File: src/rtl/core/tcs_pkg.sv
// Shared types, constants and helpers for the touch calibration and swipe block.
package tcs_pkg;

    localparam int SAMPLES_PER_POLL_DEF = 4;
    localparam int PAIRS_CARRIED        = 4;
    localparam logic [11:0] RAIL_LOW    = 12'd16;
    localparam logic [11:0] RAIL_HIGH   = 12'd4080;
    localparam logic [12:0] SWIPE_MIN   = 13'd30;

    localparam logic [2:0] REG_X_MIN  = 3'd0;
    localparam logic [2:0] REG_X_MAX  = 3'd1;
    localparam logic [2:0] REG_Y_MIN  = 3'd2;
    localparam logic [2:0] REG_Y_MAX  = 3'd3;
    localparam logic [2:0] REG_WIDTH  = 3'd4;
    localparam logic [2:0] REG_HEIGHT = 3'd5;
    localparam logic [2:0] REG_ORIENT = 3'd6;

    localparam logic [2:0] GEST_NONE  = 3'd0;
    localparam logic [2:0] GEST_RIGHT = 3'd1;
    localparam logic [2:0] GEST_LEFT  = 3'd2;
    localparam logic [2:0] GEST_DOWN  = 3'd3;
    localparam logic [2:0] GEST_UP    = 3'd4;

    typedef struct packed {
        logic        pen_down;
        logic [2:0]  samples_taken;
        logic [11:0] sample_x_0;
        logic [11:0] sample_y_0;
        logic [11:0] sample_x_1;
        logic [11:0] sample_y_1;
        logic [11:0] sample_x_2;
        logic [11:0] sample_y_2;
        logic [11:0] sample_x_3;
        logic [11:0] sample_y_3;
    } poll_t;

    typedef struct packed {
        logic        pressed;
        logic [11:0] screen_x;
        logic [11:0] screen_y;
        logic [11:0] raw_x;
        logic [11:0] raw_y;
        logic [2:0]  gesture;
    } point_t;

    typedef struct packed {
        logic        start;
        logic [11:0] raw;
        logic [11:0] lo;
        logic [11:0] hi;
        logic [11:0] size;
        logic        inv;
    } map_req_t;

    typedef enum logic [2:0] {
        ST_IDLE,
        ST_AVG,
        ST_MAP,
        ST_WAIT,
        ST_OUT
    } state_t;

endpackage

File: src/rtl/core/tcs_lane.sv
// One sample lane: rail check on an X/Y pair.
module tcs_lane
    import tcs_pkg::*;
(
    input  logic        en,
    input  logic [11:0] x,
    input  logic [11:0] y,
    output logic        ok
);
    assign ok = en && (x >= RAIL_LOW) && (x <= RAIL_HIGH)
                   && (y >= RAIL_LOW) && (y <= RAIL_HIGH);
endmodule

File: src/rtl/core/tcs_div.sv
// Iterative unsigned divider, one quotient bit a cycle.
module tcs_div
    import tcs_pkg::*;
#(
    parameter int NW = 24,
    parameter int DW = 13
)
(
    input  logic          clk,
    input  logic          rst_n,
    input  logic          start,
    input  logic [NW-1:0] num,
    input  logic [DW-1:0] den,
    output logic          done,
    output logic [NW-1:0] quo
);
    localparam int CW = $clog2(NW + 1);

    logic [NW-1:0] q_reg, q_next;
    logic [DW:0]   r_reg, r_next;
    logic [DW-1:0] d_reg, d_next;
    logic [CW-1:0] cnt_reg, cnt_next;
    logic          busy_reg, busy_next;
    logic          done_reg, done_next;
    logic [DW:0]   trial;

    always_comb
    begin
        q_next    = q_reg;
        r_next    = r_reg;
        d_next    = d_reg;
        cnt_next  = cnt_reg;
        busy_next = busy_reg;
        done_next = 1'b0;
        trial     = {r_reg[DW-1:0], q_reg[NW-1]};
        if (start)
        begin
            q_next    = num;
            r_next    = '0;
            d_next    = den;
            cnt_next  = CW'(NW);
            busy_next = 1'b1;
        end
        else if (busy_reg)
        begin
            if (trial >= {1'b0, d_reg})
            begin
                r_next = trial - {1'b0, d_reg};
                q_next = {q_reg[NW-2:0], 1'b1};
            end
            else
            begin
                r_next = trial;
                q_next = {q_reg[NW-2:0], 1'b0};
            end
            cnt_next = cnt_reg - 1'b1;
            if (cnt_reg == CW'(1))
            begin
                busy_next = 1'b0;
                done_next = 1'b1;
            end
        end
    end

    always_ff @(posedge clk or negedge rst_n)
    begin
        if (!rst_n)
        begin
            cnt_reg  <= '0;
            busy_reg <= 1'b0;
            done_reg <= 1'b0;
        end
        else
        begin
            cnt_reg  <= cnt_next;
            busy_reg <= busy_next;
            done_reg <= done_next;
        end
    end

    always_ff @(posedge clk)
    begin
        q_reg <= q_next;
        r_reg <= r_next;
        d_reg <= d_next;
    end

    assign done = done_reg;
    assign quo  = q_reg;
endmodule

File: src/rtl/core/tcs_map.sv
// Axis mapper: signed linear map by iterative division, invert and clamp.
module tcs_map
    import tcs_pkg::*;
(
    input  logic        clk,
    input  logic        rst_n,
    input  map_req_t    req,
    output logic        done,
    output logic [11:0] coord
);
    logic               neg_reg, neg_next;
    logic               inv_reg, inv_next;
    logic               zero_reg, zero_next;
    logic [11:0]        top_reg, top_next;
    logic               tneg_reg, tneg_next;
    logic [23:0]        prod_reg, prod_next;
    logic [12:0]        den_reg, den_next;
    logic               go_reg, go_next;
    logic               fin_reg, fin_next;
    logic signed [13:0] num_s, den_s;
    logic [12:0]        num_a;
    logic [12:0]        top13;
    logic               dv_done;
    logic [23:0]        dv_q;
    logic signed [25:0] p, t;
    logic [11:0]        coord_reg, coord_next;

    always_comb
    begin
        num_s     = $signed({2'b00, req.raw}) - $signed({2'b00, req.lo});
        den_s     = $signed({2'b00, req.hi}) - $signed({2'b00, req.lo});
        top13     = {1'b0, req.size} - 13'd1;
        num_a     = num_s[13] ? 13'(-num_s) : num_s[12:0];
        neg_next  = neg_reg;
        inv_next  = inv_reg;
        zero_next = zero_reg;
        top_next  = top_reg;
        tneg_next = tneg_reg;
        prod_next = prod_reg;
        den_next  = den_reg;
        go_next   = 1'b0;
        if (req.start)
        begin
            // size 0 gives top of -1; product sign follows both factors
            tneg_next = (req.size == 12'd0);
            top_next  = top13[11:0];
            inv_next  = req.inv;
            zero_next = (den_s == 14'sd0);
            neg_next  = num_s[13] ^ den_s[13] ^ tneg_next;
            prod_next = 24'(num_a) * (tneg_next ? 24'd1 : 24'(top13[11:0]));
            den_next  = den_s[13] ? 13'(-den_s) : den_s[12:0];
            go_next   = 1'b1;
        end
    end

    tcs_div #(.NW(24), .DW(13)) u_div
    (
        .clk   (clk),
        .rst_n (rst_n),
        .start (go_reg),
        .num   (prod_reg),
        .den   (den_reg),
        .done  (dv_done),
        .quo   (dv_q)
    );

    always_comb
    begin
        t = tneg_reg ? -26'sd1 : $signed({14'd0, top_reg});
        if (zero_reg)
            p = '0;
        else if (neg_reg)
            p = -$signed({2'b00, dv_q});
        else
            p = $signed({2'b00, dv_q});
        if (inv_reg)
            p = t - p;
        if (p > t)
            p = t;
        if (p < 0)
            p = '0;
        coord_next = dv_done ? p[11:0] : coord_reg;
        fin_next   = dv_done;
    end

    always_ff @(posedge clk or negedge rst_n)
    begin
        if (!rst_n)
        begin
            go_reg  <= 1'b0;
            fin_reg <= 1'b0;
        end
        else
        begin
            go_reg  <= go_next;
            fin_reg <= fin_next;
        end
    end

    always_ff @(posedge clk)
    begin
        neg_reg   <= neg_next;
        inv_reg   <= inv_next;
        zero_reg  <= zero_next;
        top_reg   <= top_next;
        tneg_reg  <= tneg_next;
        prod_reg  <= prod_next;
        den_reg   <= den_next;
        coord_reg <= coord_next;
    end

    assign done  = fin_reg;
    assign coord = coord_reg;
endmodule

File: src/rtl/core/touch_calibrate_and_swipe.sv
// Top level: poll intake, rail lanes, averaging, axis mapping and swipe detection.
//
//  channel | direction | handshake         | word
//  poll    | in        | poll_valid/ready  | poll_t
//  point   | out       | point_valid/ready | point_t
//  cfg     | in        | cfg_valid/ready   | cfg_index, cfg_data
//
// A pressed poll gives its point after two 14-step averaging divisions on one shared
// divider, then both axes mapped in parallel by 24-step dividers. A release poll
// gives its point through the output state, but only if the pen was down; a pressed
// poll with no sample inside the rails gives no point. One poll is in work at a
// time; a new poll waits until the previous point is taken. Reset restores the
// default calibration.
module touch_calibrate_and_swipe
    import tcs_pkg::*;
#(
    parameter int SAMPLES_PER_POLL = SAMPLES_PER_POLL_DEF
)
(
    input  logic        clk,
    input  logic        rst_n,
    input  logic        poll_valid,
    output logic        poll_ready,
    input  poll_t       poll,
    output logic        point_valid,
    input  logic        point_ready,
    output point_t      point,
    input  logic        cfg_valid,
    output logic        cfg_ready,
    input  logic [2:0]  cfg_index,
    input  logic [11:0] cfg_data
);
    localparam int LIMIT = (SAMPLES_PER_POLL < PAIRS_CARRIED) ? SAMPLES_PER_POLL
                                                              : PAIRS_CARRIED;

    logic [11:0] xmin_reg, xmax_reg, ymin_reg, ymax_reg, w_reg, h_reg;
    logic [2:0]  ori_reg;
    logic        pwd_reg, pwd_next;
    logic [11:0] lsx_reg, lsx_next, lsy_reg, lsy_next;
    logic [11:0] lrx_reg, lrx_next, lry_reg, lry_next;
    logic [11:0] stx_reg, stx_next, sty_reg, sty_next;
    state_t      st_reg, st_next;
    point_t      out_reg, out_next;
    logic        ov_reg, ov_next;
    logic [13:0] sy_reg, sy_next;
    logic [2:0]  n_reg, n_next;
    logic        ph_reg, ph_next;
    logic [11:0] ax_reg, ax_next;

    logic [11:0] lx [PAIRS_CARRIED];
    logic [11:0] ly [PAIRS_CARRIED];
    logic        lok [PAIRS_CARRIED];
    logic [2:0]  cnt;
    logic [13:0] sx, sy;
    logic [2:0]  n;
    logic        acc;
    logic        dv_start, dv_done;
    logic [13:0] dv_num;
    logic [2:0]  dv_den;
    logic [13:0] dv_q;
    logic [11:0] rx, ry;
    map_req_t    mx, my;
    logic        mx_done, my_done, mx_seen_reg, mx_seen_next, my_seen_reg, my_seen_next;
    logic [11:0] cx, cy;
    logic signed [12:0] dx, dy;
    logic [12:0] adx, ady;
    logic [2:0]  gest;

    assign lx[0] = poll.sample_x_0;  assign ly[0] = poll.sample_y_0;
    assign lx[1] = poll.sample_x_1;  assign ly[1] = poll.sample_y_1;
    assign lx[2] = poll.sample_x_2;  assign ly[2] = poll.sample_y_2;
    assign lx[3] = poll.sample_x_3;  assign ly[3] = poll.sample_y_3;

    assign cnt = (poll.samples_taken > 3'(LIMIT)) ? 3'(LIMIT) : poll.samples_taken;

    for (genvar g = 0; g < PAIRS_CARRIED; g++)
    begin : g_lane
        tcs_lane u_lane
        (
            .en (3'(g) < cnt),
            .x  (lx[g]),
            .y  (ly[g]),
            .ok (lok[g])
        );
    end

    always_comb
    begin
        sx = '0;
        sy = '0;
        n  = '0;
        for (int i = 0; i < PAIRS_CARRIED; i++)
        begin
            if (lok[i])
            begin
                sx = sx + 14'(lx[i]);
                sy = sy + 14'(ly[i]);
                n  = n + 3'd1;
            end
        end
    end

    assign dv_num = (st_reg == ST_IDLE) ? sx : sy_reg;
    assign dv_den = (st_reg == ST_IDLE) ? n : n_reg;

    tcs_div #(.NW(14), .DW(3)) u_avg
    (
        .clk   (clk),
        .rst_n (rst_n),
        .start (dv_start),
        .num   (dv_num),
        .den   (dv_den),
        .done  (dv_done),
        .quo   (dv_q)
    );

    assign rx = ori_reg[0] ? dv_q[11:0] : ax_reg;
    assign ry = ori_reg[0] ? ax_reg : dv_q[11:0];

    always_comb
    begin
        mx = '{start: 1'b0, raw: rx, lo: xmin_reg, hi: xmax_reg, size: w_reg,
               inv: ori_reg[1]};
        my = '{start: 1'b0, raw: ry, lo: ymin_reg, hi: ymax_reg, size: h_reg,
               inv: ori_reg[2]};
        if (st_reg == ST_AVG && dv_done && ph_reg)
        begin
            mx.start = 1'b1;
            my.start = 1'b1;
        end
    end

    tcs_map u_mapx (.clk(clk), .rst_n(rst_n), .req(mx), .done(mx_done), .coord(cx));
    tcs_map u_mapy (.clk(clk), .rst_n(rst_n), .req(my), .done(my_done), .coord(cy));

    always_comb
    begin
        dx  = $signed({1'b0, lsx_reg}) - $signed({1'b0, stx_reg});
        dy  = $signed({1'b0, lsy_reg}) - $signed({1'b0, sty_reg});
        adx = dx[12] ? 13'(-dx) : dx;
        ady = dy[12] ? 13'(-dy) : dy;
        if (adx < SWIPE_MIN && ady < SWIPE_MIN)
            gest = GEST_NONE;
        else if (adx > ady)
            gest = (!dx[12] && dx != 0) ? GEST_RIGHT : GEST_LEFT;
        else
            gest = (!dy[12] && dy != 0) ? GEST_DOWN : GEST_UP;
    end

    assign acc = poll_valid && poll_ready;

    always_comb
    begin
        st_next = st_reg;
        case (st_reg)
            ST_IDLE:
            begin
                if (acc)
                begin
                    if (!poll.pen_down)
                        st_next = pwd_reg ? ST_OUT : ST_IDLE;
                    else
                        st_next = (n != 3'd0) ? ST_AVG : ST_IDLE;
                end
            end
            ST_AVG:  st_next = (dv_done && ph_reg) ? ST_MAP : ST_AVG;
            ST_MAP:  st_next = ST_WAIT;
            ST_WAIT: st_next = ((mx_done || mx_seen_reg) && (my_done || my_seen_reg))
                               ? ST_OUT : ST_WAIT;
            ST_OUT:  st_next = (!ov_reg || point_ready) ? ST_IDLE : ST_OUT;
            default: st_next = ST_IDLE;
        endcase
    end

    always_comb
    begin
        pwd_next = pwd_reg;
        lsx_next = lsx_reg;  lsy_next = lsy_reg;
        lrx_next = lrx_reg;  lry_next = lry_reg;
        stx_next = stx_reg;  sty_next = sty_reg;
        out_next = out_reg;
        ov_next  = ov_reg && !point_ready;
        sy_next  = sy_reg;  n_next = n_reg;
        ph_next  = ph_reg;  ax_next = ax_reg;
        dv_start = 1'b0;
        mx_seen_next = mx_seen_reg;
        my_seen_next = my_seen_reg;
        case (st_reg)
            ST_IDLE:
            begin
                if (acc && poll.pen_down && n != 3'd0)
                begin
                    sy_next  = sy;
                    n_next   = n;
                    ph_next  = 1'b0;
                    dv_start = 1'b1;
                end
                else if (acc && !poll.pen_down && pwd_reg)
                begin
                    pwd_next = 1'b0;
                    out_next = '{pressed: 1'b0, screen_x: lsx_reg, screen_y: lsy_reg,
                                 raw_x: lrx_reg, raw_y: lry_reg, gesture: GEST_NONE};
                end
            end
            ST_AVG:
            begin
                if (dv_done && !ph_reg)
                begin
                    ax_next  = dv_q[11:0];
                    ph_next  = 1'b1;
                    dv_start = 1'b1;
                end
                else if (dv_done)
                begin
                    lrx_next = rx;
                    lry_next = ry;
                    mx_seen_next = 1'b0;
                    my_seen_next = 1'b0;
                end
            end
            ST_MAP: ;
            ST_WAIT:
            begin
                if (mx_done) mx_seen_next = 1'b1;
                if (my_done) my_seen_next = 1'b1;
                if ((mx_done || mx_seen_reg) && (my_done || my_seen_reg))
                begin
                    lsx_next = cx;
                    lsy_next = cy;
                    if (!pwd_reg)
                    begin
                        stx_next = cx;
                        sty_next = cy;
                    end
                    pwd_next = 1'b1;
                    out_next = '{pressed: 1'b1, screen_x: cx, screen_y: cy,
                                 raw_x: lrx_reg, raw_y: lry_reg, gesture: GEST_NONE};
                end
            end
            ST_OUT:
            begin
                if (!out_reg.pressed)
                    out_next.gesture = gest;
                if (!ov_reg || point_ready)
                    ov_next = 1'b1;
            end
            default: ;
        endcase
    end

    assign poll_ready  = (st_reg == ST_IDLE) && !ov_reg;
    assign cfg_ready   = 1'b1;
    assign point_valid = ov_reg;
    assign point       = out_reg;

    always_ff @(posedge clk or negedge rst_n)
    begin
        if (!rst_n)
        begin
            xmin_reg <= 12'd300;
            xmax_reg <= 12'd3800;
            ymin_reg <= 12'd300;
            ymax_reg <= 12'd3800;
            w_reg    <= 12'd320;
            h_reg    <= 12'd240;
            ori_reg  <= 3'd5;
            st_reg   <= ST_IDLE;
            ov_reg   <= 1'b0;
            pwd_reg  <= 1'b0;
            lsx_reg  <= '0;  lsy_reg <= '0;
            lrx_reg  <= '0;  lry_reg <= '0;
            stx_reg  <= '0;  sty_reg <= '0;
            mx_seen_reg <= 1'b0;
            my_seen_reg <= 1'b0;
        end
        else
        begin
            if (cfg_valid && cfg_ready)
            begin
                case (cfg_index)
                    REG_X_MIN:  xmin_reg <= cfg_data;
                    REG_X_MAX:  xmax_reg <= cfg_data;
                    REG_Y_MIN:  ymin_reg <= cfg_data;
                    REG_Y_MAX:  ymax_reg <= cfg_data;
                    REG_WIDTH:  w_reg    <= cfg_data;
                    REG_HEIGHT: h_reg    <= cfg_data;
                    REG_ORIENT: ori_reg  <= cfg_data[2:0];
                    default: ;
                endcase
            end
            st_reg  <= st_next;
            ov_reg  <= ov_next;
            pwd_reg <= pwd_next;
            lsx_reg <= lsx_next;  lsy_reg <= lsy_next;
            lrx_reg <= lrx_next;  lry_reg <= lry_next;
            stx_reg <= stx_next;  sty_reg <= sty_next;
            mx_seen_reg <= mx_seen_next;
            my_seen_reg <= my_seen_next;
        end
    end

    always_ff @(posedge clk)
    begin
        out_reg <= out_next;
        sy_reg  <= sy_next;
        n_reg   <= n_next;
        ph_reg  <= ph_next;
        ax_reg  <= ax_next;
    end
endmodule
File: config.mk
export PLATFORM = sky130hd
export DESIGN_NAME = touch_calibrate_and_swipe
export DESIGN_NICKNAME = d
export VERILOG_FILES = /design/src/rtl/core/tcs_pkg.sv /design/src/rtl/core/tcs_lane.sv /design/src/rtl/core/tcs_div.sv /design/src/rtl/core/tcs_map.sv /design/src/rtl/core/touch_calibrate_and_swipe.sv
export SDC_FILE = /design/constraint.sdc
export NUM_CORES = 2
export LEC_CHECK = 0
export ABC_AREA = 1
export ABC_CLOCK_PERIOD_IN_PS = 6950
export BUFFER_PORTS_ARGS = -buffer_cell sky130_fd_sc_hd__clkbuf_2
export CORE_MARGIN = 10
export CORE_UTILIZATION = 30
export CTS_CLUSTER_DIAMETER = 40
export DETAILED_ROUTE_END_ITERATION = 10
export GPL_ROUTABILITY_DRIVEN = 1
export PLACE_DENSITY = 0.45
export SLEW_MARGIN = 20
export SYNTH_ARGS = -nofsm -noshare
export SYNTH_HDL_FRONTEND = slang
export SYNTH_SLANG_ARGS = --single-unit
File: constraint.sdc
create_clock -name clk -period 6.95 [get_ports clk]
set_input_delay 0.3475 -clock clk [delete_from_list [all_inputs] [get_ports clk]]
set_output_delay 0.3475 -clock clk [all_outputs]
set_load 0.05 [all_outputs]
; ---- Yosys cells after proc, flatten, opt, wreduce, memory -nomap -nowiden
; Cells that the tools add are included.
[op_classes]
mux = 109
bitwise_logic = 6
eq_ne = 24
n_reduce_logical = 73
addsub = 33
magnitude_cmp = 31
multipliers = 2
[op_table]
columns = cell, n
row1 = 26-bit 2-to-1 mux, 10
row2 = 52-bit 2-to-1 mux, 3
row3 = 14-bit 2-to-1 mux, 9
row4 = 13-bit 2-to-1 mux, 8
row5 = 49-bit case mux with 2 select lines, 1
row6 = 12-bit by 5-bit >= comparator with 1-bit output (second input constant), 8
row7 = 12-bit less-or-equal comparator (second input constant), 8
row8 = 24-bit 2-to-1 mux, 4
row9 = 14-bit by 12-bit adder with 14-bit output, 6
row10 = 13-bit negation, 6
row11 = 12-bit by 12-bit subtractor with 13-bit output, 6
row12 = 12-bit 2-to-1 mux, 6
row13 = 32-bit nonzero test, 2
row14 = 26-bit > comparator, 2
row15 = 26-bit by 1-bit less-than comparator with 1-bit output (second input constant), 2
row16 = 24-bit negation with 26-bit output, 2
row17 = 26-bit subtractor, 2
row18 = 13-bit by 24-bit multiplier with 24-bit output, 2
row19 = 3-bit 2-to-1 mux, 15
row20 = 1-bit 2-to-1 mux, 38
row21 = 1-bit logical AND, 31
row22 = 14-bit by 13-bit >= comparator with 1-bit output, 2
row23 = 14-bit logical NOT, 2
row24 = 13-bit by 5-bit less-than comparator with 1-bit output (second input constant), 2
row25 = other kinds (36), 101
[totals]
register_bits = 509
out_inout_bits = 55
wordCells = 343
in_bits = 120

; ---- Depth between registers and ports, before layout
[depth]
word_depth = 19
depth_mapped = 44
mapped_depth_nobuf = 43

; ---- Cells and area by module
; From an unflattened synthesis, not the netlist that was laid out.
[hier_totals]
cells_unflattened = 6835
area_unflattened_um2 = 49710.2
[modules_own_cells]
columns = mod, seq_area_each_um2, area_per_inst_um2, cells_each, instances
row1 = touch_calibrate_and_swipe, 6353.6, 15672.5, 2091, 1
row2 = tcs_map at u_mapy, 2001.9, 12849.8, 1804, 1
row3 = tcs_map at u_mapx, 2001.9, 12623.4, 1803, 1
row4 = tcs_div at u_mapx.u_div, 1546.5, 3323.2, 413, 1
row5 = tcs_div at u_mapy.u_div, 1546.5, 3321.9, 417, 1
row6 = tcs_div at u_avg, 720.7, 1208.7, 127, 1
row7 = tcs_lane, 0.0, 177.7, 45, 4

; ---- Worst setup path before layout
; No wires, ideal clock.
[synth_timing]
path_type = register -> register
start = reg ori_reg[0]
end = reg u_mapy.prod_reg[21] (data pin)
path_stages_with_launch = 41
required_time_ns = 6.691
synth_period_minus_slack_ns = 7.484
n_path_buf = 2
arrival_ns = 7.225
setup_time_ns = 0.259
slack_ns = -0.534
cell_sequence = dfstp_2 > clkbuf_1 > clkbuf_1 > a21oi_1 > fa_1 > nand3_1 > nand2_1 > nand3_1 > nand2_1 > nand2_1 > nand2_1 > nand2_1 > nand2_1 > nand2_1 > nand2_2 > or2_0 > or2_2 > nand2_2 > [... 5 more ...] > fa_1 > inv_1 > fa_1 > inv_1 > fa_1 > inv_1 > ha_1 > nand2_1 > nor2_1 > nand2_1 > o211ai_1 > a31oi_1 > o21ai_0 > nand3_1 > nand2_1 > nand3_1 > nand2_1 > xor2_1
[synth_lines]
columns = item, line
row1 = "start, declared", touch_calibrate_and_swipe.sv:37  ; logic [2:0] ori_reg;
row2 = "start signal, assigned", touch_calibrate_and_swipe.sv:287  ; REG_ORIENT: ori_reg <= cfg_data[2:0];
row3 = "end signal, assigned", tcs_map.sv:107  ; prod_reg <= prod_next;
row4 = "end, declared", tcs_map.sv:16  ; logic [23:0] prod_reg, prod_next;

; ---- Worst setup path in the final report
[layout_timing]
start = reg ori_reg[0]
end = reg u_mapy.prod_reg[21] (data pin)
[layout_between]
elab_chain_cells = 5
[layout_rtl]
columns = item, line
row1 = 12-bit 2-to-1 mux (*), touch_calibrate_and_swipe.sv:118  ; assign ry = ori_reg[0] ? ax_reg : dv_q[11:0];
row2 = 12-bit by 12-bit subtractor with 13-bit output (*), tcs_map.sv:30  ; num_s = $signed({2'b00, req.raw}) - $signed({2'b00, req.lo});
row3 = 13-bit negation, tcs_map.sv:33  ; num_a = num_s[13] ? 13'(-num_s) : num_s[12:0];
row4 = 13-bit 2-to-1 mux (*), tcs_map.sv:33
row5 = 13-bit by 24-bit multiplier with 24-bit output (*), tcs_map.sv:50  ; prod_next = 24'(num_a) * (tneg_next ? 24'd1 : 24'(top13[11:0]));
; Every way passes the cells marked *; elsewhere a longest branch is shown, timed or not.
; A chain may end at the register's enable or synchronous reset.

==> summary.md <==
| Metric | Value |
|---|---|
| Status | `complete, but fails checks` |
| Violated checks | `negative setup slack` |
| Htree depth | `3` |
| Area contributors post-synth | `edfxtp_1 20%, ha_1 12%, nand2_1 11%` |
| Area Overhead vs Synth | `25.5%` |
| Commonest cells post-synth | `1363 x nand2_1, 1013 x inv_1, 555 x o21ai_0` |
| Number of synthesized flops with an enable pin | `303` |
| Final TNS setup | `-3.07 ns` |
| Predominant post-synthesis flop cell | `edfxtp_1` |
| Row count | `144` |
| Die W | `413 microns` |
| Synth warn | `0` |
| Num Clock Sinks | `509` |
| CTS tree | `built` |
| Critical path class | `flop to flop` |
| Reg2reg path depth | `38` |
| # port buffers | `173` |
| Post-Route M1 WL | `68.1 mm` |
| Initial cell density of the core | `30.2%` |
| Final worst path period need | `7.25 ns` |
| Crit path buf inv count | `9` |
| Vias | `40.4k` |
| Crit. Startpoint | `ori_reg[0]$_DFFE_PN1P_` |
| Reg-to-Reg Start | `ori_reg[0]$_DFFE_PN1P_` |
| GRT Total Usage | `16.2%` |
| Met3 WL post-DR | `4.95 mm` |
| Most frequent cell after synthesis | `nand2_1` |
| # setup viols final | `17` |
| Post-Syn Instances | `6002` |
| Hold endpoint | `st_reg[2]$_DFFE_PN0P_` |
| Ys async rst share | `34.8%` |
| Setup crit start kind | `flop` |
| Fin util | `37.8%` |
| Layout Nets | `7354` |
| Clk_lat worst skew | `0.71 ns` |
| Period utilization | `104%` |
| Clk_skew | `0.0571 ns` |
| FF+latch area | `0.0141 sq mm` |
| Crit path DAT | `7.70 ns` |
| Vias per cell | `4.64` |
| First-pass GRT wire length | `223 mm` |
| RSZ-0062 raised after global routing | `yes` |
| Max reg flops | `52` |
| Max incr delay on CP | `0.61 ns` |
| Hold Fails Final Rpt | `0` |
| Area occupied by multi-input gates | `0.0296 sq mm` |
| Final setup margin | `-0.304 ns` |
| Post-Route WL | `140 mm` |
| Placed insts | `8407` |
| Post-synthesis sequential area ratio | `30.5%` |
| Final cell count without fillers | `8703` |
| Chip height | `413 microns` |
| Worst slew margin | `23.2%` |
| Hold_sp | `poll_valid` |
| Routability cong. | `0.857` |
| Antenna-violating nets left | `0` |
| Vias in the first global route | `40.6k` |
| Largest net degree at the start of global routing | `134` |
| Slowest-stage cell, CP | `dfstp_2` |
| Hold Path Class | `primary input to flop` |
| DR pass1 iterations | `5` |
| Post-synth top area share | `19.6%` |
| WL met2 | `64.5 mm` |
| Syn Nets | `6785` |
| Dpl hpwl | `112 mm` |
| Initial antenna violation count | `4` |
| Delay-heaviest family, CP | `adder cells` |
| WHS Path Cells | `5` |
| Hold Slack | `0.0899 ns` |
| Number of max-cap violations | `0` |
| Crit path capture type | `flop` |
| Data required, critical path | `7.40 ns` |
| Unique masters post-synth | `65` |
| TritonCTS Buffers | `99` |
| Number of fill cells | `16.0k` |
| R2r setup slk | `-0.30 ns` |
| Yosys reg bits | `509` |
| Longest Clk Path Bufs | `3` |
| Critical path fanouts, max | `5` |
| Fmax achieved | `138 MHz` |
| Worst-path clk slew | `0.05 ns` |
| Highest routed layer | `met5` |
| Average wire per standard cell | `16.1 microns` |
| First-iteration detailed-routing DRC count | `1974` |
| Overflow left after global routing | `0` |
| Slew Limit Fails | `0` |
| Synth area leader | `edfxtp_1` |
| Critical R2R Capture | `u_mapy.prod_reg[21]$_DFFE_PP_` |
| Fraction of layout cells with a size suffix above 1 | `18.1%` |
| Core area | `0.154 sq mm` |
| Worst slew pin tran | `1.15 ns` |
| Die area | `0.171 sq mm` |
| Root Driver | `clkbuf_16` |
| Post-Syn Area per Cell | `7.74 sq um` |
| Io pins | `175` |
| Mapped cell area | `0.0464 sq mm` |
| DRC | `0` |
-- tightest hold or removal path, delay by kind of cell --
family / cells / cell delay [ns]
AND/OR/NAND/NOR: 2 / 0.12
AO/OA/AOI/OAI: 1 / 0.13
buffers and inverters: 2 / 0.14
-- cells by family after synthesis --
logic type               share of synthesized area (%)
flip-flops                                        30.5
AO/OA/AOI/OAI                                     12.4
buffers and inverters                             9.69
adder cells (fa/ha/maj)                           21.7
other                                          0.00807
multiplexers                                     0.135
XOR/XNOR                                          4.83
AND/OR/NAND/NOR                                   20.8
-- cells in the final DEF (no fill, tap or decap), types with 28 or more instances in the layout --
cell / Yosys / routed
nor2_1: 454 / 430
a21oi_2: 0 / 29
ha_1: 428 / 382
buf_4: 5 / 380
xnor2_1: 81 / 77
inv_2: 8 / 49
dfstp_2: 30 / 30
o21ai_0: 555 / 526
dfxtp_1: 29 / 29
nor3_1: 73 / 61
fa_1: 235 / 222
nand2_2: 6 / 53
edfxtp_1: 303 / 303
dfrtp_1: 147 / 146
nand2_1: 1363 / 1297
clkbuf_2: 0 / 172
nand3_1: 251 / 238
buf_6: 0 / 44
a21oi_1: 338 / 297
or2_2: 29 / 28
xor2_1: 164 / 150
inv_1: 1013 / 966
nand4_1: 70 / 70
clkbuf_16: 0 / 100
ha_4: 0 / 40
-- worst max-delay path by stage --
stage,end,slack [ns],depth (start not counted)
2_1_floorplan,u_mapy.prod_reg[21]$_DFFE_PP_,-0.09,42
3_3_place_gp,u_mapy.prod_reg[20]$_DFFE_PP_,-0.41,33
3_5_place_dp,u_mapy.prod_reg[20]$_DFFE_PP_,-0.57,33
4_1_cts,u_mapy.prod_reg[23]$_DFFE_PP_,-0.28,35
5_1_grt,u_mapy.prod_reg[21]$_DFFE_PP_,-0.71,38
6_report,u_mapy.prod_reg[21]$_DFFE_PP_,-0.30,38
-- layer usage --
metal,global-route usage (%),up-vias
met5,0,-
met4,3.71,2
met3,2.28,151
met2,26.7,590
met1,22.2,19000
li1,-,20700
-- per-stage QoR --
step | setup WS, ns | area, sq um
6_report | -0.304 | 58300
2_1_floorplan | -0.0914 | 46600
4_1_cts | -0.284 | 56800
3_3_place_gp | -0.406 | 52000
3_5_place_dp | -0.566 | 52000
5_1_grt | -0.714 | 58300
-- repair_timing --
item | CTS | global route
hold buffers | 3 | 0
resized for setup | 186 | 250
cloned | 1 | 2
pin swaps | 115 | 156
hold endpoints to repair | 57 | 0
setup buffers | 64 | 48
setup endpoints to repair | 27 | 50
-- layout make-up --
type | instances | share of cell area, %
clock buffer | 114 | 4.45
tap | 2044 | 4.39
antenna | 1 | 0.00429
inverter | 1035 | 6.71
multi-input combinational | 4314 | 50.7
clock inverter | 74 | 1.71
timing repair buffer | 612 | 7.71
sequential | 509 | 24.3
Power is not shown: default switching activity piles up to over one toggle a cycle in this logic, so the estimate is an artifact.
